--- config.mk ---
export PLATFORM = sky130hd
export DESIGN_NAME = bounded_buffer_pool_manager_unit
export DESIGN_NICKNAME = d
export VERILOG_FILES = /design/src/rtl/bbpm_pkg.sv /design/src/rtl/bbpm_ram.sv /design/src/rtl/bbpm_fifo.sv /design/src/rtl/bbpm_front.sv /design/src/rtl/bbpm_back.sv /design/src/rtl/bounded_buffer_pool_manager_unit.sv
export SDC_FILE = /design/constraint.sdc
export NUM_CORES = 1
export LEC_CHECK = 0
export BUFFER_PORTS_ARGS = -buffer_cell sky130_fd_sc_hd__buf_2
export CAP_MARGIN = 20
export CELL_PAD_IN_SITES_DETAIL_PLACEMENT = 0
export CELL_PAD_IN_SITES_GLOBAL_PLACEMENT = 1
export CORE_ASPECT_RATIO = 0.5
export CORE_MARGIN = 4
export CORE_UTILIZATION = 45
export CTS_BUF_LIST = sky130_fd_sc_hd__clkbuf_16
export CTS_CLUSTER_DIAMETER = 200
export DETAILED_ROUTE_END_ITERATION = 10
export HOLD_SLACK_MARGIN = 0.05
export PLACE_DENSITY_LB_ADDON = 0.12
export SYNTH_ARGS = -nofsm -noshare
export SYNTH_HDL_FRONTEND = slang
export SYNTH_SLANG_ARGS = --single-unit
export TNS_END_PERCENT = 50
--- constraint.sdc ---
create_clock -name clk -period 8.4 [get_ports clk]
set_input_delay 1.68 -clock clk [delete_from_list [all_inputs] [get_ports clk]]
set_output_delay 1.68 -clock clk [all_outputs]
set_load 0.01 [all_outputs]
--- src/rtl/bbpm_pkg.sv ---
// ---------------------------------------------------------------------------
// bbpm_pkg
// shared types and codes for the buffer pool manager
// ---------------------------------------------------------------------------
package bbpm_pkg;

  localparam int ID_W  = 6;
  localparam int CNT_W = 7;

  // request type codes
  localparam logic [1:0] REQ_GET      = 2'd0;
  localparam logic [1:0] REQ_RELEASE  = 2'd1;
  localparam logic [1:0] REQ_PREALLOC = 2'd2;

  // status codes
  localparam logic [1:0] ST_OK          = 2'd0;
  localparam logic [1:0] ST_EXHAUSTED   = 2'd1;
  localparam logic [1:0] ST_BAD_RELEASE = 2'd2;

  typedef struct packed {
    logic [1:0]       req_type;
    logic [ID_W-1:0]  buffer_id;
    logic [CNT_W-1:0] target_count;
  } req_t;

  typedef struct packed {
    logic [1:0]       status;
    logic [ID_W-1:0]  granted_id;
    logic [CNT_W-1:0] created_count;
    logic [CNT_W-1:0] free_count;
  } rsp_t;

  // classified operation handed from front to back
  typedef enum logic [1:0] {
    OP_GET,
    OP_RELEASE,
    OP_PREALLOC,
    OP_NOP
  } op_t;

  typedef struct packed {
    op_t              op;
    logic [ID_W-1:0]  buffer_id;
    logic [CNT_W-1:0] target_count;
  } cmd_t;

endpackage

--- src/rtl/bbpm_ram.sv ---
// ---------------------------------------------------------------------------
// bbpm_ram
// generic single-write, single-read ram with registered read data
// ---------------------------------------------------------------------------
module bbpm_ram #(
  parameter int WIDTH = 6,
  parameter int DEPTH = 64
) (
  input  logic                     clk,
  input  logic                     we,
  input  logic [$clog2(DEPTH)-1:0] waddr,
  input  logic [WIDTH-1:0]         wdata,
  input  logic                     re,
  input  logic [$clog2(DEPTH)-1:0] raddr,
  output logic [WIDTH-1:0]         rdata
);

  logic [WIDTH-1:0] mem [DEPTH];

  always_ff @(posedge clk) begin
    if (we) begin
      mem[waddr] <= wdata;
    end
    if (re) begin
      rdata <= mem[raddr];
    end
  end

endmodule

--- src/rtl/bbpm_fifo.sv ---
// ---------------------------------------------------------------------------
// bbpm_fifo
// two-entry queue in flops, used between front, back and result side
// ---------------------------------------------------------------------------
module bbpm_fifo #(
  parameter int WIDTH = 8
) (
  input  logic             clk,
  input  logic             rst,
  input  logic             wr_en,
  input  logic [WIDTH-1:0] wr_data,
  output logic             full,
  input  logic             rd_en,
  output logic [WIDTH-1:0] rd_data,
  output logic             empty
);

  logic [WIDTH-1:0] entry [2];
  logic             wr_ptr;
  logic             rd_ptr;
  logic [1:0]       count;
  logic             do_wr;
  logic             do_rd;

  assign full    = (count == 2'd2);
  assign empty   = (count == 2'd0);
  assign do_wr   = wr_en && !full;
  assign do_rd   = rd_en && !empty;
  assign rd_data = entry[rd_ptr];

  always_ff @(posedge clk) begin
    if (do_wr) begin
      entry[wr_ptr] <= wr_data;
    end
  end

  always_ff @(posedge clk) begin
    if (rst) begin
      wr_ptr <= 1'b0;
      rd_ptr <= 1'b0;
      count  <= 2'd0;
    end else begin
      if (do_wr) begin
        wr_ptr <= !wr_ptr;
      end
      if (do_rd) begin
        rd_ptr <= !rd_ptr;
      end
      case ({do_wr, do_rd})
        2'b10:   count <= count + 2'd1;
        2'b01:   count <= count - 2'd1;
        default: count <= count;
      endcase
    end
  end

endmodule

--- src/rtl/bbpm_front.sv ---
// ---------------------------------------------------------------------------
// bbpm_front
// request intake: decodes the request type and queues it for the back end
// ---------------------------------------------------------------------------
module bbpm_front (
  input  logic           clk,
  input  logic           rst,
  input  logic           push,
  output logic           full,
  input  bbpm_pkg::req_t req,
  output logic           cmd_empty,
  input  logic           cmd_pop,
  output bbpm_pkg::cmd_t cmd
);
  import bbpm_pkg::*;

  cmd_t cmd_in;

  // decode
  always_comb begin
    cmd_in.buffer_id    = req.buffer_id;
    cmd_in.target_count = req.target_count;
    unique case (req.req_type)
      REQ_GET:      cmd_in.op = OP_GET;
      REQ_RELEASE:  cmd_in.op = OP_RELEASE;
      REQ_PREALLOC: cmd_in.op = OP_PREALLOC;
      default:      cmd_in.op = OP_NOP;
    endcase
  end

  bbpm_fifo #(
    .WIDTH ($bits(cmd_t))
  ) u_cmd_q (
    .clk     (clk),
    .rst     (rst),
    .wr_en   (push),
    .wr_data (cmd_in),
    .full    (full),
    .rd_en   (cmd_pop),
    .rd_data (cmd),
    .empty   (cmd_empty)
  );

endmodule

--- src/rtl/bbpm_back.sv ---
// ---------------------------------------------------------------------------
// bbpm_back
// executes queued requests against the free stack and the pool counters
// ---------------------------------------------------------------------------
module bbpm_back #(
  parameter int POOL_DEPTH = 64
) (
  input  logic                          clk,
  input  logic                          rst,
  input  logic [bbpm_pkg::CNT_W-1:0]    pool_limit,
  input  logic                          cmd_empty,
  output logic                          cmd_pop,
  input  bbpm_pkg::cmd_t                cmd,
  input  logic                          rsp_full,
  output logic                          rsp_push,
  output bbpm_pkg::rsp_t                rsp
);
  import bbpm_pkg::*;

  localparam int ADDR_W    = $clog2(POOL_DEPTH);
  localparam int TOP_W     = $clog2(POOL_DEPTH + 1);
  localparam int CNT_MAX   = (1 << CNT_W) - 1;
  localparam int DEPTH_SAT = (POOL_DEPTH > CNT_MAX) ? CNT_MAX : POOL_DEPTH;

  typedef enum logic [1:0] {
    S_IDLE,
    S_GRANT,
    S_FILL
  } state_t;

  state_t           state;
  logic [TOP_W-1:0] top;
  logic [CNT_W-1:0] created;
  logic [CNT_W-1:0] target;

  logic [CNT_W-1:0]  lim;
  logic [CNT_W-1:0]  tgt_clamp;
  logic              stack_full;
  logic              stack_empty;
  logic              start;
  logic              rel_ok;
  logic              ram_we;
  logic [ADDR_W-1:0] ram_waddr;
  logic [ID_W-1:0]   ram_wdata;
  logic              ram_re;
  logic [ADDR_W-1:0] ram_raddr;
  logic [ID_W-1:0]   ram_rdata;

  assign lim         = (pool_limit > CNT_W'(DEPTH_SAT)) ? CNT_W'(DEPTH_SAT) : pool_limit;
  assign tgt_clamp   = (cmd.target_count > lim) ? lim : cmd.target_count;
  assign stack_full  = (top == TOP_W'(POOL_DEPTH));
  assign stack_empty = (top == '0);
  assign rel_ok      = (CNT_W'(cmd.buffer_id) < created);
  // one request in flight; wait for the last result to land in the queue
  assign start       = (state == S_IDLE) && !cmd_empty && !rsp_full && !rsp_push;
  assign cmd_pop     = start;

  // stack memory control
  always_comb begin
    ram_we    = 1'b0;
    ram_waddr = ADDR_W'(top);
    ram_wdata = cmd.buffer_id;
    ram_re    = 1'b0;
    ram_raddr = ADDR_W'(top - TOP_W'(1));
    if (start) begin
      case (cmd.op)
        OP_GET:     ram_re = !stack_empty;
        OP_RELEASE: ram_we = rel_ok && !stack_full;
        default:    ram_re = 1'b0;
      endcase
    end else if (state == S_FILL) begin
      ram_wdata = created[ID_W-1:0];
      ram_we    = (created < target) && !stack_full;
    end
  end

  bbpm_ram #(
    .WIDTH (ID_W),
    .DEPTH (POOL_DEPTH)
  ) u_stack (
    .clk   (clk),
    .we    (ram_we),
    .waddr (ram_waddr),
    .wdata (ram_wdata),
    .re    (ram_re),
    .raddr (ram_raddr),
    .rdata (ram_rdata)
  );

  always_ff @(posedge clk) begin
    if (rst) begin
      state    <= S_IDLE;
      top      <= '0;
      created  <= '0;
      rsp_push <= 1'b0;
    end else begin
      rsp_push <= 1'b0;
      unique case (state)
        S_IDLE: begin
          if (start) begin
            rsp.status        <= ST_OK;
            rsp.granted_id    <= '0;
            rsp.created_count <= created;
            rsp.free_count    <= CNT_W'(top);
            unique case (cmd.op)
              OP_GET: begin
                if (!stack_empty) begin
                  top   <= top - TOP_W'(1);
                  state <= S_GRANT;
                end else if (created < lim) begin
                  created           <= created + CNT_W'(1);
                  rsp.granted_id    <= created[ID_W-1:0];
                  rsp.created_count <= created + CNT_W'(1);
                  rsp_push          <= 1'b1;
                end else begin
                  rsp.status <= ST_EXHAUSTED;
                  rsp_push   <= 1'b1;
                end
              end
              OP_RELEASE: begin
                if (!rel_ok) begin
                  rsp.status <= ST_BAD_RELEASE;
                end else if (!stack_full) begin
                  top            <= top + TOP_W'(1);
                  rsp.free_count <= CNT_W'(top + TOP_W'(1));
                end
                rsp_push <= 1'b1;
              end
              OP_PREALLOC: begin
                target <= tgt_clamp;
                state  <= S_FILL;
              end
              OP_NOP: begin
                rsp_push <= 1'b1;
              end
            endcase
          end
        end
        S_GRANT: begin
          // top already points at the slot of the popped entry
          rsp.granted_id <= ram_rdata;
          rsp.free_count <= CNT_W'(top);
          rsp_push       <= 1'b1;
          state          <= S_IDLE;
        end
        S_FILL: begin
          if (created < target) begin
            created <= created + CNT_W'(1);
            if (!stack_full) begin
              top <= top + TOP_W'(1);
            end
          end else begin
            rsp.status        <= ST_OK;
            rsp.granted_id    <= '0;
            rsp.created_count <= created;
            rsp.free_count    <= CNT_W'(top);
            rsp_push          <= 1'b1;
            state             <= S_IDLE;
          end
        end
        default: state <= S_IDLE;
      endcase
    end
  end

endmodule

--- src/rtl/bounded_buffer_pool_manager_unit.sv ---
// ---------------------------------------------------------------------------
// bounded_buffer_pool_manager_unit
// buffer identifier allocator with a lifo free stack and a creation limit
// ---------------------------------------------------------------------------
// Requests enter through a queue-style port (push/full) and results leave
// through one (empty/pop), exactly one result per request, in order. The
// front end decodes each request and parks it in a two-entry queue; the back
// end runs one request at a time against the free stack memory and the
// created/free counters, and its results go into a two-entry result queue,
// so intake and result drain stall independently. Release, no-op and a get
// that creates a fresh identifier go from idle straight to their result; a
// get served from the free stack passes through a grant state for the
// registered stack memory read; a preallocate passes through a fill state,
// one identifier per cycle through the single stack write port. The stack
// memory needs no clearing: entries are only read below the stack top,
// where they have been written. The user must write pool_limit through
// cfg_we/cfg_wdata only while no request is pending; the block does not
// enforce this. Effective limit: min of pool_limit, POOL_DEPTH and 127.
// ---------------------------------------------------------------------------
module bounded_buffer_pool_manager_unit #(
  parameter int POOL_DEPTH = 64
) (
  input  logic                       clk,
  input  logic                       rst,
  // request side
  input  logic                       push,
  output logic                       full,
  input  bbpm_pkg::req_t             req,
  // result side
  output logic                       empty,
  input  logic                       pop,
  output bbpm_pkg::rsp_t             rsp,
  // pool limit register
  input  logic                       cfg_we,
  input  logic [bbpm_pkg::CNT_W-1:0] cfg_wdata
);
  import bbpm_pkg::*;

  localparam logic [CNT_W-1:0] LIMIT_RESET = CNT_W'(64);

  logic [CNT_W-1:0] pool_limit;
  logic             cmd_empty;
  logic             cmd_pop;
  cmd_t             cmd;
  logic             rsp_full;
  logic             rsp_push;
  rsp_t             rsp_back;

  // pool limit register, no read-back
  always_ff @(posedge clk) begin
    if (rst) begin
      pool_limit <= LIMIT_RESET;
    end else if (cfg_we) begin
      pool_limit <= cfg_wdata;
    end
  end

  // front end: decode and queue the request
  bbpm_front u_front (
    .clk       (clk),
    .rst       (rst),
    .push      (push),
    .full      (full),
    .req       (req),
    .cmd_empty (cmd_empty),
    .cmd_pop   (cmd_pop),
    .cmd       (cmd)
  );

  // back end: free stack and counters
  bbpm_back #(
    .POOL_DEPTH (POOL_DEPTH)
  ) u_back (
    .clk        (clk),
    .rst        (rst),
    .pool_limit (pool_limit),
    .cmd_empty  (cmd_empty),
    .cmd_pop    (cmd_pop),
    .cmd        (cmd),
    .rsp_full   (rsp_full),
    .rsp_push   (rsp_push),
    .rsp        (rsp_back)
  );

  // result queue decouples the back end from the consumer
  bbpm_fifo #(
    .WIDTH ($bits(rsp_t))
  ) u_rsp_q (
    .clk     (clk),
    .rst     (rst),
    .wr_en   (rsp_push),
    .wr_data (rsp_back),
    .full    (rsp_full),
    .rd_en   (pop),
    .rd_data (rsp),
    .empty   (empty)
  );

  // back end never overruns the result queue
  a_rsp_no_overflow: assert property (@(posedge clk) disable iff (rst)
    rsp_push |-> !rsp_full)
    else $error("result written into a full result queue");

  // back end only takes a request that is there
  a_cmd_no_underflow: assert property (@(posedge clk) disable iff (rst)
    cmd_pop |-> !cmd_empty)
    else $error("request taken from an empty request queue");

  // an identifier is handed out only with ok status
  a_grant_only_ok: assert property (@(posedge clk) disable iff (rst)
    (!empty && rsp.status != ST_OK) |-> (rsp.granted_id == '0))
    else $error("identifier granted on a failed request");

  // exhaustion implies the free stack is empty
  a_exhausted_empty: assert property (@(posedge clk) disable iff (rst)
    (!empty && rsp.status == ST_EXHAUSTED) |-> (rsp.free_count == '0))
    else $error("exhaustion reported with free buffers on the stack");

endmodule
==> impl_metrics.tcl <==
set metrics [dict create \
    ys_seq_elements 527 \
    hold_slack_ns 0.445 \
    place.gp.congestion 0.812 \
    tritoncts "built" \
    cts_sinks 527 \
    die_x_um 320 \
    path_max_fanout 19 \
    start_util_pct 46.2 \
    end_kind "register" \
    io_pins 51 \
    min_period_over_period_pct 49.0 \
    drv_slew 0 \
    min_period_ns 4.12 \
    fp-row-count 56 \
    drtIter0Drc 1194 \
    synth.distinct_cells 64 \
    htree_levels 2 \
    drive_gt1_share_pct 21.5 \
    ant_nets 0 \
    fin_setup_tns_ns 0 \
    cp_common_cell "mux2_2" \
    ir_worst_vdd_mv 0.234 \
    p_per_area_nw_per_um2 369 \
    worst_slew_pin_slew_ns 1.12 \
    setup_viol 0 \
    async_flop_share_pct 0 \
    netlist_instances 1331 \
    yosysWarnings 0 \
    post-route-util_pct 51.5 \
    slowest_stage "dfxtp_1" \
    coreArea_um2 47400 \
    synth_area_um2 21900 \
    min_path_type "reg -> reg" \
    crit_required_ns 8.61 \
    grt_max_degree 66 \
    hpwl_mm 32.5 \
    clock_path_buffers 3 \
    dieArea_um2 52500 \
    synth_flop_cell "edfxtp_1" \
    cp-start-kind "register" \
    io_buffers 50 \
    status "finished, final reports clean" \
    rsz0062_at_grt "no" \
    fp.dieH_um 164 \
    wl_per_cell_um 25.2 \
    cts_repair_resize_count 0 \
    fmax_mhz 243 \
    synth-edff-count 493 \
    root_buffer "clkbuf_16" \
    dr.pass1.iters 5 \
    cts_buffers 46 \
    grt_overflow 0 \
    syn2layout_area_growth_pct 11.6 \
    finalHoldViolations 0 \
    cap_violations 0 \
    track_usage_pct 19.9 \
    final_nets 1440 \
    max_stage_delay_ns 0.83 \
    syn_nets 1393 \
    antenna_cells 0 \
    drc 0 \
    post_cts_buffers 0 \
    syn_avg_cell_area_um2 16.5 \
    grt_first_pass_wirelength_mm 77.5 \
    routed_wl_mm 51.8 \
    skew_ns 0.0207 \
    postCtsHoldBufs 0 \
    critPathArrivalTime_ns 4.32 \
    antenna_found_initial 0 \
    p_leak_nw 7.91 \
    vias 11900 \
    timing.slew.headroom_pct 24.8 \
    grt_pass1_vias 12000 \
    clkTransAtPathRegs_ns 0.07 \
    path_class "reg -> reg" \
    crit_chain "mux2_2 > ha_1 > a211oi_1 > o32ai_1 > nor3_1 > mux2_2 > nand3_1 > nor2_1" \
    seq_area_frac_synth_pct 70.7 \
    viasPerCell 5.82 \
    clk_latency_ns 0.57 \
]
## metal layers
| layer | global-route usage (%) | share of wire [%] |
|---|---|---|
| met1 | 28.3 | 45 |
| met2 | 31.4 | 45 |
| met3 | 4.81 | 7.5 |
| met4 | 4.82 | 2.2 |
| met5 | 0 | 0 |
## report_power, final
| part | total [mW] | switching [mW] | internal (mW) |
|---|---|---|---|
| Sequential | 3.50 | 0.149 | 3.35 |
| Clock | 2.18 | 0.956 | 1.22 |
| Combinational | 3.35 | 2.17 | 1.18 |
## synthesized netlist by cell type (5+ instances only)
library cell	n	share of area [%]
nor3_1	15	0.34
nand2b_1	6	0.17
or3_1	9	0.26
buf_1	21	0.36
edfxtp_1	493	68
nand3_1	52	1.2
o21ai_0	24	0.55
xor2_1	6	0.24
clkbuf_1	46	0.79
nor2b_1	10	0.29
a21oi_1	20	0.46
a22o_1	5	0.20
nand4_1	19	0.54
xnor2_1	18	0.72
mux2_2	49	2.5
mux4_2	96	9.9
a21o_1	12	0.41
mux2i_1	19	0.87
a32oi_1	6	0.24
nand2_1	120	2.1
nor2_1	104	1.8
dfxtp_1	34	3.1
a211oi_1	7	0.24
inv_1	33	0.57
ha_1	35	2.0
## per-stage QoR
| stage | area (µm²) | setup slack (ns) | instances | total power, mW |
|---|---|---|---|---|
| after floorplan | 21900 | 3.96 | 1331 | 5.66 |
| after global placement | 22900 | 4.41 | 1964 | 6.84 |
| after detailed placement | 22900 | 4.30 | 1965 | 6.87 |
| after CTS | 24400 | 4.33 | 2049 | 9.04 |
| after global routing | 24400 | 4.01 | 2052 | 9.49 |
| final | 24400 | 4.28 | 2052 | 9.02 |
## worst max-delay path: cells and delay by family (launching register included)
family	cells	cell delay, ns
compound gates	2	0.42
fa+ha+maj	1	0.29
mux	2	0.89
flops	1	0.83
simple gates	3	1.33
## kinds of logic (layout without fill, tap and decap cells)
family          after synthesis  in the layout  synth area share [%]
compound gates              115            115                  3.68
simple gates                360            360                  7.51
buf+inv                     106            189                  1.90
fa+ha+maj                    35             35                  2.00
xor+xnor                     24             24                 0.960
mux                         164            164                  13.3
flops                       527            527                  70.7
## worst paths after layout
path	start	to	slack, ns	depth (start not counted)
max	register	u_back.u_stack.mem[18][1]	4.28	8
min	u_back.rsp[0]	u_rsp_q.entry[0][0]	0.44	0
max reg2reg	register	u_back.u_stack.mem[18][1]	4.28	8
min reg2reg	u_back.rsp[0]	u_rsp_q.entry[0][0]	0.44	0
## cells in the final DEF, fill, tap and decap left out, types with 6 or more instances in the layout
| cell | instances |
|---|---|
| buf_4 | 18 |
| clkinv_1 | 12 |
| a211oi_1 | 7 |
| a21oi_1 | 19 |
| nand2b_1 | 6 |
| edfxtp_1 | 493 |
| bufinv_16 | 7 |
| a21o_1 | 12 |
| nand2_1 | 120 |
| inv_1 | 36 |
| nor2b_1 | 10 |
| or3_1 | 9 |
| nand3_1 | 52 |
| a32oi_1 | 6 |
| xnor2_1 | 17 |
| clkbuf_16 | 46 |
| mux4_2 | 96 |
| mux2i_1 | 19 |
| clkinv_2 | 10 |
| buf_2 | 51 |
| nand4_1 | 19 |
| nor3_1 | 15 |
| ha_1 | 34 |
| dfxtp_1 | 33 |
| nor2_1 | 103 |
| o21ai_0 | 24 |
| mux2_2 | 49 |
## layout make-up
class	count	area, µm²
repair buffers	71	433
inverters	34	128
well taps	638	798
clock inverters	38	379
multi-input cells	698	6060
clock buffers	46	1150
fillers	3797	23000
flip-flops and latches	527	15500
## sequential cells by signal, indices dropped and copies added (netlist names), 6 cells and up, named ones only
register               count
u_back.top                 7
u_front.u_cmd_q.entry     30
u_back.target              7
pool_limit                 7
u_back.created             7
u_rsp_q.entry             44
u_back.u_stack.rdata       6
u_back.u_stack.mem       384
u_back.rsp                22
Note: power is estimated with default switching activity, not from simulation.
